==> config.mk <==
export PLATFORM = sky130hd
export DESIGN_NAME = gcs_seq_flat
export DESIGN_NICKNAME = d
export VERILOG_FILES = /design/src/gcs_pkg.sv /design/src/gcs_ifs.sv /design/src/gcs_ram.sv /design/src/gcs_seq.sv /design/src/flat_wrapper.sv
export VERILOG_INCLUDE_DIRS = /design/src /design/src/src
export SDC_FILE = /design/constraint.sdc
export NUM_CORES = 2
export LEC_CHECK = 0
export BUFFER_PORTS_ARGS = -buffer_cell sky130_fd_sc_hd__buf_2
export CELL_PAD_IN_SITES_DETAIL_PLACEMENT = 1
export CELL_PAD_IN_SITES_GLOBAL_PLACEMENT = 1
export CORE_ASPECT_RATIO = 1.2
export CORE_MARGIN = 2
export CORE_UTILIZATION = 56
export DETAILED_ROUTE_END_ITERATION = 8
export GPL_ROUTABILITY_DRIVEN = 0
export PLACE_DENSITY = 0.79
export SLEW_MARGIN = 10
export SYNTH_ARGS = -nofsm -noshare
export SYNTH_HDL_FRONTEND = slang
export SYNTH_SLANG_ARGS = --single-unit
==> constraint.sdc <==
create_clock -name clk -period 9.3 [get_ports clk]
set_clock_uncertainty 0.05 [all_clocks]
set_input_delay 1.86 -clock clk [delete_from_list [all_inputs] [get_ports clk]]
set_output_delay 1.86 -clock clk [all_outputs]
set_load 0.01 [all_outputs]
==> src/graph_component_search_core_macros.svh <==
// Assertion macros used by the graph component search sequencer.
`ifndef GRAPH_COMPONENT_SEARCH_CORE_MACROS_SVH
`define GRAPH_COMPONENT_SEARCH_CORE_MACROS_SVH

// Same-cycle implication, clocked on clk and disabled while rst_n is low.
`define GCS_ASSERT_IMPL(lbl, ante, cons, msg) \
    lbl: assert property (@(posedge clk) disable iff (!rst_n) (ante) |-> (cons)) \
        else $error(msg);

// Next-cycle implication, clocked on clk and disabled while rst_n is low.
`define GCS_ASSERT_NEXT(lbl, ante, cons, msg) \
    lbl: assert property (@(posedge clk) disable iff (!rst_n) (ante) |=> (cons)) \
        else $error(msg);

`endif

==> src/gcs_pkg.sv <==
// Package with constants, types and state encoding for the graph component search.
package gcs_pkg;

    // Default sizing of the graph storage.
    localparam int GCS_MAX_NODES  = 64;
    localparam int GCS_MAX_DEGREE = 8;

    // Fixed widths of the transaction fields.
    localparam int NODE_FW  = 6;
    localparam int COUNT_FW = 7;

    // Node count after reset.
    localparam logic [COUNT_FW-1:0] NODE_COUNT_RESET = 7'd64;

    // Operation codes of an input transaction.
    localparam logic OP_LOAD = 1'b0;
    localparam logic OP_RUN  = 1'b1;

    // Sequencer states.
    typedef enum logic [2:0] {
        ST_IDLE,
        ST_LOAD,
        ST_SCAN,
        ST_DEG,
        ST_EDGE,
        ST_POP,
        ST_FINISH
    } gcs_state_t;

    // One result transaction.
    typedef struct packed {
        logic [NODE_FW-1:0] group;
        logic [NODE_FW-1:0] member;
        logic               group_end;
        logic               run_end;
        logic               overflow;
    } gcs_result_t;

    // Result hand-off from the sequencer to the output register.
    typedef struct packed {
        logic        push;
        gcs_result_t data;
    } gcs_emit_t;

endpackage

==> src/gcs_ifs.sv <==
// Channel interfaces: input items, results and the node count write port.
interface gcs_item_if import gcs_pkg::*; ();
    logic               valid;
    logic               ready;
    logic               operation;
    logic [NODE_FW-1:0] node;
    logic [NODE_FW-1:0] neighbor;

    modport source (output valid, output operation, output node, output neighbor,
                    input ready);
    modport sink   (input valid, input operation, input node, input neighbor,
                    output ready);
endinterface


==> src/gcs_ram.sv <==
// Generic single-write, single-read RAM with registered read data.
module gcs_ram #(
    parameter int WIDTH = 8,
    parameter int DEPTH = 64
) (
    input  logic                     clk,
    input  logic                     we,
    input  logic [$clog2(DEPTH)-1:0] waddr,
    input  logic [WIDTH-1:0]         wdata,
    input  logic                     re,
    input  logic [$clog2(DEPTH)-1:0] raddr,
    output logic [WIDTH-1:0]         rdata
);

    logic [WIDTH-1:0] mem [DEPTH];
    logic [WIDTH-1:0] rdata_reg;

    // Write port.
    always_ff @(posedge clk)
    begin
        if (we)
        begin
            mem[waddr] <= wdata;
        end
    end

    // Registered read port; data holds while the read is idle.
    always_ff @(posedge clk)
    begin
        if (re)
        begin
            rdata_reg <= mem[raddr];
        end
    end

    assign rdata = rdata_reg;

endmodule

==> src/gcs_seq.sv <==
// Sequencer that loads adjacency lists and walks them depth first.
`include "graph_component_search_core_macros.svh"

module gcs_seq import gcs_pkg::*; #(
    parameter int MAX_NODES  = GCS_MAX_NODES,
    parameter int MAX_DEGREE = GCS_MAX_DEGREE
) (
    input  logic                clk,
    input  logic                rst_n,
    gcs_item_if.sink            item,
    input  logic [COUNT_FW-1:0] node_count,
    input  logic                push_ok,
    output gcs_emit_t           emit
);

    localparam int NODE_W = $clog2(MAX_NODES);
    localparam int CNT_W  = $clog2(MAX_NODES + 1);
    localparam int SP_W   = $clog2(MAX_NODES + 1);
    localparam int DEG_W  = $clog2(MAX_DEGREE + 1);
    localparam int ADJ_D  = MAX_NODES * MAX_DEGREE;
    localparam int ADJ_AW = $clog2(ADJ_D);
    localparam int STK_W  = NODE_W + DEG_W;

    gcs_state_t state_reg, state_next;

    logic [NODE_W-1:0]  ld_node_reg, ld_node_next;
    logic [NODE_FW-1:0] ld_nb_reg, ld_nb_next;
    logic [CNT_W-1:0]   cnt_reg, cnt_next;
    logic [CNT_W-1:0]   s_reg, s_next;
    logic [NODE_W-1:0]  top_node_reg, top_node_next;
    logic [DEG_W-1:0]   top_pos_reg, top_pos_next;
    logic [SP_W-1:0]    sp_reg, sp_next;
    logic [NODE_FW-1:0] group_reg, group_next;
    logic               pend_valid_reg, pend_valid_next;
    logic [NODE_FW-1:0] pend_group_reg, pend_group_next;
    logic [NODE_FW-1:0] pend_member_reg, pend_member_next;
    logic               pend_end_reg, pend_end_next;
    logic               overflow_reg, overflow_next;
    logic [MAX_NODES-1:0] visited_reg, visited_next;
    logic [MAX_NODES-1:0] deg_valid_reg, deg_valid_next;

    // RAM ports.
    logic               deg_we, deg_re;
    logic [NODE_W-1:0]  deg_raddr;
    logic [DEG_W-1:0]   deg_wdata, deg_rdata;
    logic               adj_we, adj_re;
    logic [ADJ_AW-1:0]  adj_waddr, adj_raddr;
    logic [NODE_FW-1:0] adj_rdata;
    logic               stk_we, stk_re;
    logic [NODE_W-1:0]  stk_waddr, stk_raddr;
    logic [STK_W-1:0]   stk_wdata, stk_rdata;

    // Decoded conditions.
    logic               in_range;
    logic [CNT_W-1:0]   cnt_sat;
    logic               scan_done;
    logic [NODE_W-1:0]  s_idx;
    logic               s_seen;
    logic               slot_free;
    logic [DEG_W-1:0]   ld_deg;
    logic [DEG_W-1:0]   top_deg;
    logic               has_edge;
    logic               nb_new;
    logic [SP_W-1:0]    sp_dec;
    logic [SP_W-1:0]    sp_dec2;
    logic               emit_push;

    // Storage: degree counts, adjacency lists and the walk stack below its top.
    gcs_ram #(.WIDTH(DEG_W), .DEPTH(MAX_NODES)) u_deg_ram (
        .clk   (clk),
        .we    (deg_we),
        .waddr (ld_node_reg),
        .wdata (deg_wdata),
        .re    (deg_re),
        .raddr (deg_raddr),
        .rdata (deg_rdata)
    );

    gcs_ram #(.WIDTH(NODE_FW), .DEPTH(ADJ_D)) u_adj_ram (
        .clk   (clk),
        .we    (adj_we),
        .waddr (adj_waddr),
        .wdata (ld_nb_reg),
        .re    (adj_re),
        .raddr (adj_raddr),
        .rdata (adj_rdata)
    );

    gcs_ram #(.WIDTH(STK_W), .DEPTH(MAX_NODES)) u_stk_ram (
        .clk   (clk),
        .we    (stk_we),
        .waddr (stk_waddr),
        .wdata (stk_wdata),
        .re    (stk_re),
        .raddr (stk_raddr),
        .rdata (stk_rdata)
    );

    // Shared decode of the current step.
    assign in_range  = ({1'b0, item.node} < COUNT_FW'(MAX_NODES));
    assign cnt_sat   = (node_count > COUNT_FW'(MAX_NODES)) ? CNT_W'(MAX_NODES)
                                                           : CNT_W'(node_count);
    assign scan_done = (s_reg == cnt_reg);
    assign s_idx     = s_reg[NODE_W-1:0];
    assign s_seen    = visited_reg[s_idx];
    assign slot_free = !pend_valid_reg || push_ok;
    assign ld_deg    = deg_valid_reg[ld_node_reg] ? deg_rdata : '0;
    assign top_deg   = deg_valid_reg[top_node_reg] ? deg_rdata : '0;
    assign has_edge  = (top_pos_reg < top_deg);
    assign nb_new    = ({1'b0, adj_rdata} < COUNT_FW'(cnt_reg))
                       && !visited_reg[adj_rdata[NODE_W-1:0]]
                       && (sp_reg < SP_W'(MAX_NODES));
    assign sp_dec    = sp_reg - SP_W'(1);
    assign sp_dec2   = sp_reg - SP_W'(2);

    // Address generation.
    assign deg_raddr = (state_reg == ST_IDLE) ? item.node[NODE_W-1:0] : top_node_reg;
    assign deg_wdata = ld_deg + DEG_W'(1);
    assign adj_waddr = ADJ_AW'(ld_node_reg) * ADJ_AW'(MAX_DEGREE) + ADJ_AW'(ld_deg);
    assign adj_raddr = ADJ_AW'(top_node_reg) * ADJ_AW'(MAX_DEGREE) + ADJ_AW'(top_pos_reg);
    assign stk_waddr = sp_dec[NODE_W-1:0];
    assign stk_raddr = sp_dec2[NODE_W-1:0];
    assign stk_wdata = {top_node_reg, top_pos_reg + DEG_W'(1)};

    // Result leaving the pending slot.
    assign emit.push           = emit_push;
    assign emit.data.group     = pend_group_reg;
    assign emit.data.member    = pend_member_reg;
    assign emit.data.group_end = pend_end_reg;
    assign emit.data.run_end   = (state_reg == ST_FINISH);
    assign emit.data.overflow  = overflow_reg;
    assign item.ready          = (state_reg == ST_IDLE);

    // Next state.
    always_comb
    begin
        state_next = state_reg;
        unique case (state_reg)
            ST_IDLE:
            begin
                if (item.valid && item.operation == OP_RUN)
                begin
                    state_next = ST_SCAN;
                end
                else if (item.valid && in_range)
                begin
                    state_next = ST_LOAD;
                end
            end
            ST_LOAD:
            begin
                state_next = ST_IDLE;
            end
            ST_SCAN:
            begin
                if (scan_done)
                begin
                    state_next = ST_FINISH;
                end
                else if (!s_seen && slot_free)
                begin
                    state_next = ST_DEG;
                end
            end
            ST_DEG:
            begin
                state_next = ST_EDGE;
            end
            ST_EDGE:
            begin
                if (has_edge)
                begin
                    if (!nb_new || slot_free)
                    begin
                        state_next = ST_DEG;
                    end
                end
                else if (sp_reg == SP_W'(1))
                begin
                    state_next = ST_SCAN;
                end
                else
                begin
                    state_next = ST_POP;
                end
            end
            ST_POP:
            begin
                state_next = ST_DEG;
            end
            ST_FINISH:
            begin
                if (slot_free)
                begin
                    state_next = ST_IDLE;
                end
            end
            default:
            begin
                state_next = ST_IDLE;
            end
        endcase
    end

    // Datapath and memory controls for each state.
    always_comb
    begin
        ld_node_next     = ld_node_reg;
        ld_nb_next       = ld_nb_reg;
        cnt_next         = cnt_reg;
        s_next           = s_reg;
        top_node_next    = top_node_reg;
        top_pos_next     = top_pos_reg;
        sp_next          = sp_reg;
        group_next       = group_reg;
        pend_valid_next  = pend_valid_reg;
        pend_group_next  = pend_group_reg;
        pend_member_next = pend_member_reg;
        pend_end_next    = pend_end_reg;
        overflow_next    = overflow_reg;
        visited_next     = visited_reg;
        deg_valid_next   = deg_valid_reg;
        deg_we           = 1'b0;
        deg_re           = 1'b0;
        adj_we           = 1'b0;
        adj_re           = 1'b0;
        stk_we           = 1'b0;
        stk_re           = 1'b0;
        emit_push        = 1'b0;
        unique case (state_reg)
            ST_IDLE:
            begin
                // The degree read is issued speculatively for a load.
                deg_re       = 1'b1;
                ld_node_next = item.node[NODE_W-1:0];
                ld_nb_next   = item.neighbor;
                if (item.valid && item.operation == OP_RUN)
                begin
                    cnt_next   = cnt_sat;
                    s_next     = '0;
                    group_next = '0;
                end
            end
            ST_LOAD:
            begin
                if (ld_deg >= DEG_W'(MAX_DEGREE))
                begin
                    overflow_next = 1'b1;
                end
                else
                begin
                    adj_we                      = 1'b1;
                    deg_we                      = 1'b1;
                    deg_valid_next[ld_node_reg] = 1'b1;
                end
            end
            ST_SCAN:
            begin
                if (!scan_done)
                begin
                    if (s_seen)
                    begin
                        s_next = s_reg + CNT_W'(1);
                    end
                    else if (slot_free)
                    begin
                        // A new group opens at this start node.
                        emit_push           = pend_valid_reg;
                        pend_valid_next     = 1'b1;
                        pend_group_next     = group_reg;
                        pend_member_next    = NODE_FW'(s_idx);
                        pend_end_next       = 1'b0;
                        visited_next[s_idx] = 1'b1;
                        top_node_next       = s_idx;
                        top_pos_next        = '0;
                        sp_next             = SP_W'(1);
                        s_next              = s_reg + CNT_W'(1);
                    end
                end
            end
            ST_DEG:
            begin
                deg_re = 1'b1;
                adj_re = 1'b1;
            end
            ST_EDGE:
            begin
                if (has_edge)
                begin
                    if (!nb_new)
                    begin
                        top_pos_next = top_pos_reg + DEG_W'(1);
                    end
                    else if (slot_free)
                    begin
                        // Descend: save the parent with its next position.
                        emit_push                            = pend_valid_reg;
                        pend_valid_next                      = 1'b1;
                        pend_group_next                      = group_reg;
                        pend_member_next                     = adj_rdata;
                        pend_end_next                        = 1'b0;
                        visited_next[adj_rdata[NODE_W-1:0]] = 1'b1;
                        stk_we                               = 1'b1;
                        top_node_next                        = adj_rdata[NODE_W-1:0];
                        top_pos_next                         = '0;
                        sp_next                              = sp_reg + SP_W'(1);
                    end
                end
                else if (sp_reg == SP_W'(1))
                begin
                    // The group is complete.
                    pend_end_next = 1'b1;
                    group_next    = group_reg + NODE_FW'(1);
                    sp_next       = '0;
                end
                else
                begin
                    stk_re  = 1'b1;
                    sp_next = sp_dec;
                end
            end
            ST_POP:
            begin
                top_node_next = stk_rdata[STK_W-1 -: NODE_W];
                top_pos_next  = stk_rdata[DEG_W-1:0];
            end
            ST_FINISH:
            begin
                if (slot_free)
                begin
                    emit_push       = pend_valid_reg;
                    pend_valid_next = 1'b0;
                    visited_next    = '0;
                    deg_valid_next  = '0;
                    overflow_next   = 1'b0;
                end
            end
            default:
            begin
                pend_valid_next = 1'b0;
            end
        endcase
    end

    // Control registers.
    always_ff @(posedge clk or negedge rst_n)
    begin
        if (!rst_n)
        begin
            state_reg      <= ST_IDLE;
            sp_reg         <= '0;
            pend_valid_reg <= 1'b0;
            overflow_reg   <= 1'b0;
            visited_reg    <= '0;
            deg_valid_reg  <= '0;
        end
        else
        begin
            state_reg      <= state_next;
            sp_reg         <= sp_next;
            pend_valid_reg <= pend_valid_next;
            overflow_reg   <= overflow_next;
            visited_reg    <= visited_next;
            deg_valid_reg  <= deg_valid_next;
        end
    end

    // Payload registers.
    always_ff @(posedge clk)
    begin
        ld_node_reg     <= ld_node_next;
        ld_nb_reg       <= ld_nb_next;
        cnt_reg         <= cnt_next;
        s_reg           <= s_next;
        top_node_reg    <= top_node_next;
        top_pos_reg     <= top_pos_next;
        group_reg       <= group_next;
        pend_group_reg  <= pend_group_next;
        pend_member_reg <= pend_member_next;
        pend_end_reg    <= pend_end_next;
    end

    // Results leave only from states that close out a pending node.
    `GCS_ASSERT_IMPL(a_push_state, emit.push,
        (state_reg == ST_SCAN || state_reg == ST_EDGE || state_reg == ST_FINISH),
        "result pushed from a state that emits nothing")

    // A walk always has a node on the stack and one result held back.
    `GCS_ASSERT_IMPL(a_walk_live,
        (state_reg == ST_DEG || state_reg == ST_EDGE || state_reg == ST_POP),
        (pend_valid_reg && sp_reg != '0),
        "walk running without a stacked node or pending result")

    // The stack never grows past one entry per node.
    `GCS_ASSERT_IMPL(a_stack_bound, 1'b1, (sp_reg <= SP_W'(MAX_NODES)),
        "walk stack pointer beyond node capacity")

    // Leaving a run clears marks, lists and the overflow flag.
    `GCS_ASSERT_NEXT(a_run_clear, (state_reg == ST_FINISH && state_next == ST_IDLE),
        (visited_reg == '0 && deg_valid_reg == '0 && !overflow_reg && !pend_valid_reg),
        "state not cleared after a run")

endmodule

==> src/flat_wrapper.sv <==
// flat-port wrapper written by rule: the top's interface ports become plain ports
module gcs_seq_flat import gcs_pkg::*;
#(
    parameter int MAX_NODES  = GCS_MAX_NODES,
    parameter int MAX_DEGREE = GCS_MAX_DEGREE
)
  (clk, rst_n, node_count, push_ok, emit, item_valid, item_operation, item_node, item_neighbor, item_ready);
  gcs_item_if item_i ();
  input  logic clk;
  input  logic rst_n;
  input  logic [COUNT_FW-1:0] node_count;
  input  logic push_ok;
  output gcs_emit_t emit;
  input wire logic [$bits(item_i.valid)-1:0] item_valid;
  input wire logic [$bits(item_i.operation)-1:0] item_operation;
  input wire logic [$bits(item_i.node)-1:0] item_node;
  input wire logic [$bits(item_i.neighbor)-1:0] item_neighbor;
  output wire logic [$bits(item_i.ready)-1:0] item_ready;
  assign item_i.valid = item_valid;
  assign item_i.operation = item_operation;
  assign item_i.node = item_node;
  assign item_i.neighbor = item_neighbor;
  assign item_ready = item_i.ready;
  gcs_seq #(.MAX_NODES(MAX_NODES), .MAX_DEGREE(MAX_DEGREE)) u_core (.clk(clk), .rst_n(rst_n), .item(item_i), .node_count(node_count), .push_ok(push_ok), .emit(emit));
endmodule
==> reports/qor.csv <==
metric,value,unit
cts_tree,built,
rows,218,
syn_avg_cell_area,20.87,µm²
seq_power_share,40.9,%
dieArea,0.3007,mm²
die_x,500.9,µm
initial_core_util,56.38,%
hold_path_class,register to register,
synth_ff_type,edfxtp_1,
worstSetupStartpointType,register,
finalCriticalPeriod,7263,ps
cts_setup_buffers,0,
maxSlewHeadroom,10.54,%
setup_viol,0,
netSwitchingFraction,32.94,%
worstMarginPinSlew,1337,ps
p_sw,19.07,mW
crit_type,register to output pin,
clockBufferDepth,4,
synth_area_leaders,"edfxtp_1 (73%), mux4_2 (17%), dfrtp_1 (2.1%), nor2_1 (1.6%), nand2_1 (0.78%)",
hold_violations,0,
cts_max_level,5,
cts_resized,0,
grt_max_degree,171,
clockPowerShare,28.4,%
reg_top3,"u_core.u_adj_ram.mem x3072, u_core.u_stk_ram.mem x640, u_core.u_deg_ram.mem x256",
drv_slew,0,
crit_arrival,5350,ps
synth_top_area_share,73.16,%
combPwrFrac,30.7,%
yosysWarnings,0,
antenna_found_initial,24,
wirelength,443900,µm
numCtsBuffers,396,
yosysSeqAreaShare,75.27,%
synth.distinct_cells,72,
drc,0,
cts_root_buf,clkbuf_16,
ant_nets,0,
clock_sinks,4183,
synth-edff-count,4043,
critPathRequiredTime,7390,ps
io_pins,41,
setup_tns,0,ps
synthCells,7952,
critPathMaxFanout,75,
rsz0062_at_grt,false,
largest_reg_flops,3072,
yosys.area.top_type,edfxtp_1,
netlist_area,0.1659,mm²
dieHeight,600.3,µm
drive_gt1_share,25.17,%
area_delta_synth_final,10.59,%
post-route-period-util,78.10,%
avgViaCountPerCell,6.866,
leakage,56.95,nW
finalNetCount,8057,
synth-seq-cells,4183,
p_int,38.82,mW
grt_pass1_wl,647200,µm
core-area,0.2943,mm²
grt_pass1_vias,87382,
dp_slack,2311,ps
clk_latency,970,ps
hpwl,257600,µm
postLayoutCoreUtil,62.36,%
p_per_area,315.5,mW/mm²
grt_overflow_total,0,
drt_iter0_markers,10576,
cap_violations,0,
ctsHoldBuffers,0,
vias,83671,
max-vdd-ir-drop,0.0003463,V
largest_register,u_core.u_adj_ram.mem,
clk_pin_slew_worst_paths,60,ps
async_reset_ff_share,3.347,%
routedWlPerCell,36.42,µm
status,completed,
grtUsageTotal,29.73,%
crit_path_end_kind,output pin,
syn-num-nets,8001,
fmax,137.7,MHz
portBuffers,40,
drtPass1Iterations,6,
setup_ws,2037,ps
-- final cells by class --
cell class / instances / area [µm²]
fillers: 23553 / 110800
diodes: 9 / 22.52
clock inverters: 259 / 2679
multi-input cells: 3232 / 39200
clock buffers: 459 / 10300
well taps: 3850 / 4817
repair buffers: 174 / 1500
flip-flops and latches: 4183 / 124900
inverters: 21 / 78.83
-- worst max-delay path, stage by stage (launching register included) --
cell      delay (ps)
edfxtp_1         330
buf_4            710
nor2_1           340
a22oi_1          280
nand2_1           70
o21ai_0          280
nor2_1            70
a21oi_1          300
nand2_1          120
ha_1             320
a21o_1           170
a21o_1           180
a41oi_2          140
buf_4            290
nand2_1          130
a21oi_1          220
and4_1           230
buf_2            160
-- layer usage --
metal / vias up / part of all wire [%] / global-route usage, % / wire length (µm)
met5: - / 0.024 / 0 / 106
met4: 16 / 4.1 / 10.96 / 18320
met3: 895 / 8.2 / 4.660 / 36400
met2: 4981 / 51 / 49.26 / 226100
met1: 44738 / 37 / 40.40 / 163000
li1: 33041 / - / - / -
-- power by group through the flow --
stage	sequential (mW)	clock [mW]	combinational [mW]
finish	23.7	16.4	17.8
global placement	24.0	0	17.0
CTS	23.7	16.6	17.7
detailed placement	24.1	0	17.5
floorplan	25.2	0	10.2
global route	23.7	17.2	18.5
-- cells in the mapped netlist (all sizes together) (3+ instances only) --
master / instances
clkbuf: 325
or3: 6
a311oi: 9
and3: 6
o2bb2ai: 3
nor2: 719
o21a: 61
nand4: 39
or2: 3
nor2b: 27
a32oi: 30
mux2: 31
a221oi: 8
mux2i: 101
a22oi: 24
nor3b: 4
mux4: 1240
nand2: 343
buf: 191
edfxtp: 4043
nand3: 94
a211oi: 26
nand2b: 17
o31ai: 3
a21o: 16
nor3: 18
and4: 3
xor2: 15
xnor2: 22
a22o: 74
a21oi: 38
o211ai: 7
o2111ai: 5
and2: 27
ha: 25
or3b: 3
o22ai: 67
a31oi: 18
inv: 20
dfrtp: 140
nand3b: 13
or4: 9
o21ai: 53
-- per-stage QoR --
stage	hold WS [ps]	cell area [µm²]	power [mW]	std cells
after floorplan	398.9	165900	35.36	7952
after detailed placement	419.3	170500	41.55	11460
after global routing	461.8	183500	59.40	12186
final	435.5	183500	57.90	12187
after global placement	411.6	170500	41.03	11460
after CTS	431.7	183500	57.95	12178
-- final timing paths --
kind	to	cells after the start	slack (ps)	startpoint
setup / recovery	emit[15]	17	2040	u_core.top_node_reg[4]
hold / removal	u_core.pend_group_reg[5]	0	440	u_core.group_reg[5]
setup reg to reg	u_core.u_adj_ram.mem[369][0]	16	2150	u_core.ld_node_reg[1]
hold reg to reg	u_core.pend_group_reg[5]	0	440	u_core.group_reg[5]
max in group asynchronous	u_core.sp_reg[0]	2	6740	rst_n
min in group asynchronous	u_core.deg_valid_reg[44]	1	910	rst_n
-- logic make-up (layout without fill, tap and decap cells) --
group,Yosys count,after routing,synth area share (%)
adder cells (fa/ha/maj),25,25,0.1885
multiplexers,1372,1372,17.65
other,0,9,0
AO/OA/AOI/OAI,462,462,2.003
flip-flops,4183,4183,75.27
XOR/XNOR,37,37,0.1953
buffers and inverters,537,913,1.304
AND/OR/NAND/NOR,1336,1336,3.388
-- layout by cell type, fill, tap and decap left out, drive strengths merged, types with 28 or more instances in the layout --
| cell type | netlist | layout |
|---|---|---|
| buf | 191 | 174 |
| edfxtp | 4043 | 4043 |
| nand3 | 94 | 94 |
| mux2i | 101 | 101 |
| clkinvlp | 0 | 28 |
| o22ai | 67 | 67 |
| a21oi | 38 | 38 |
| a22o | 74 | 74 |
| bufinv | 0 | 45 |
| clkbuf | 325 | 459 |
| nand4 | 39 | 39 |
| mux2 | 31 | 31 |
| inv | 20 | 37 |
| nor2 | 719 | 719 |
| a32oi | 30 | 30 |
| mux4 | 1240 | 1240 |
| o21a | 61 | 61 |
| nand2 | 343 | 343 |
| o21ai | 53 | 53 |
| dfrtp | 140 | 140 |
| clkinv | 1 | 170 |
(Power assumes the default switching activity.)
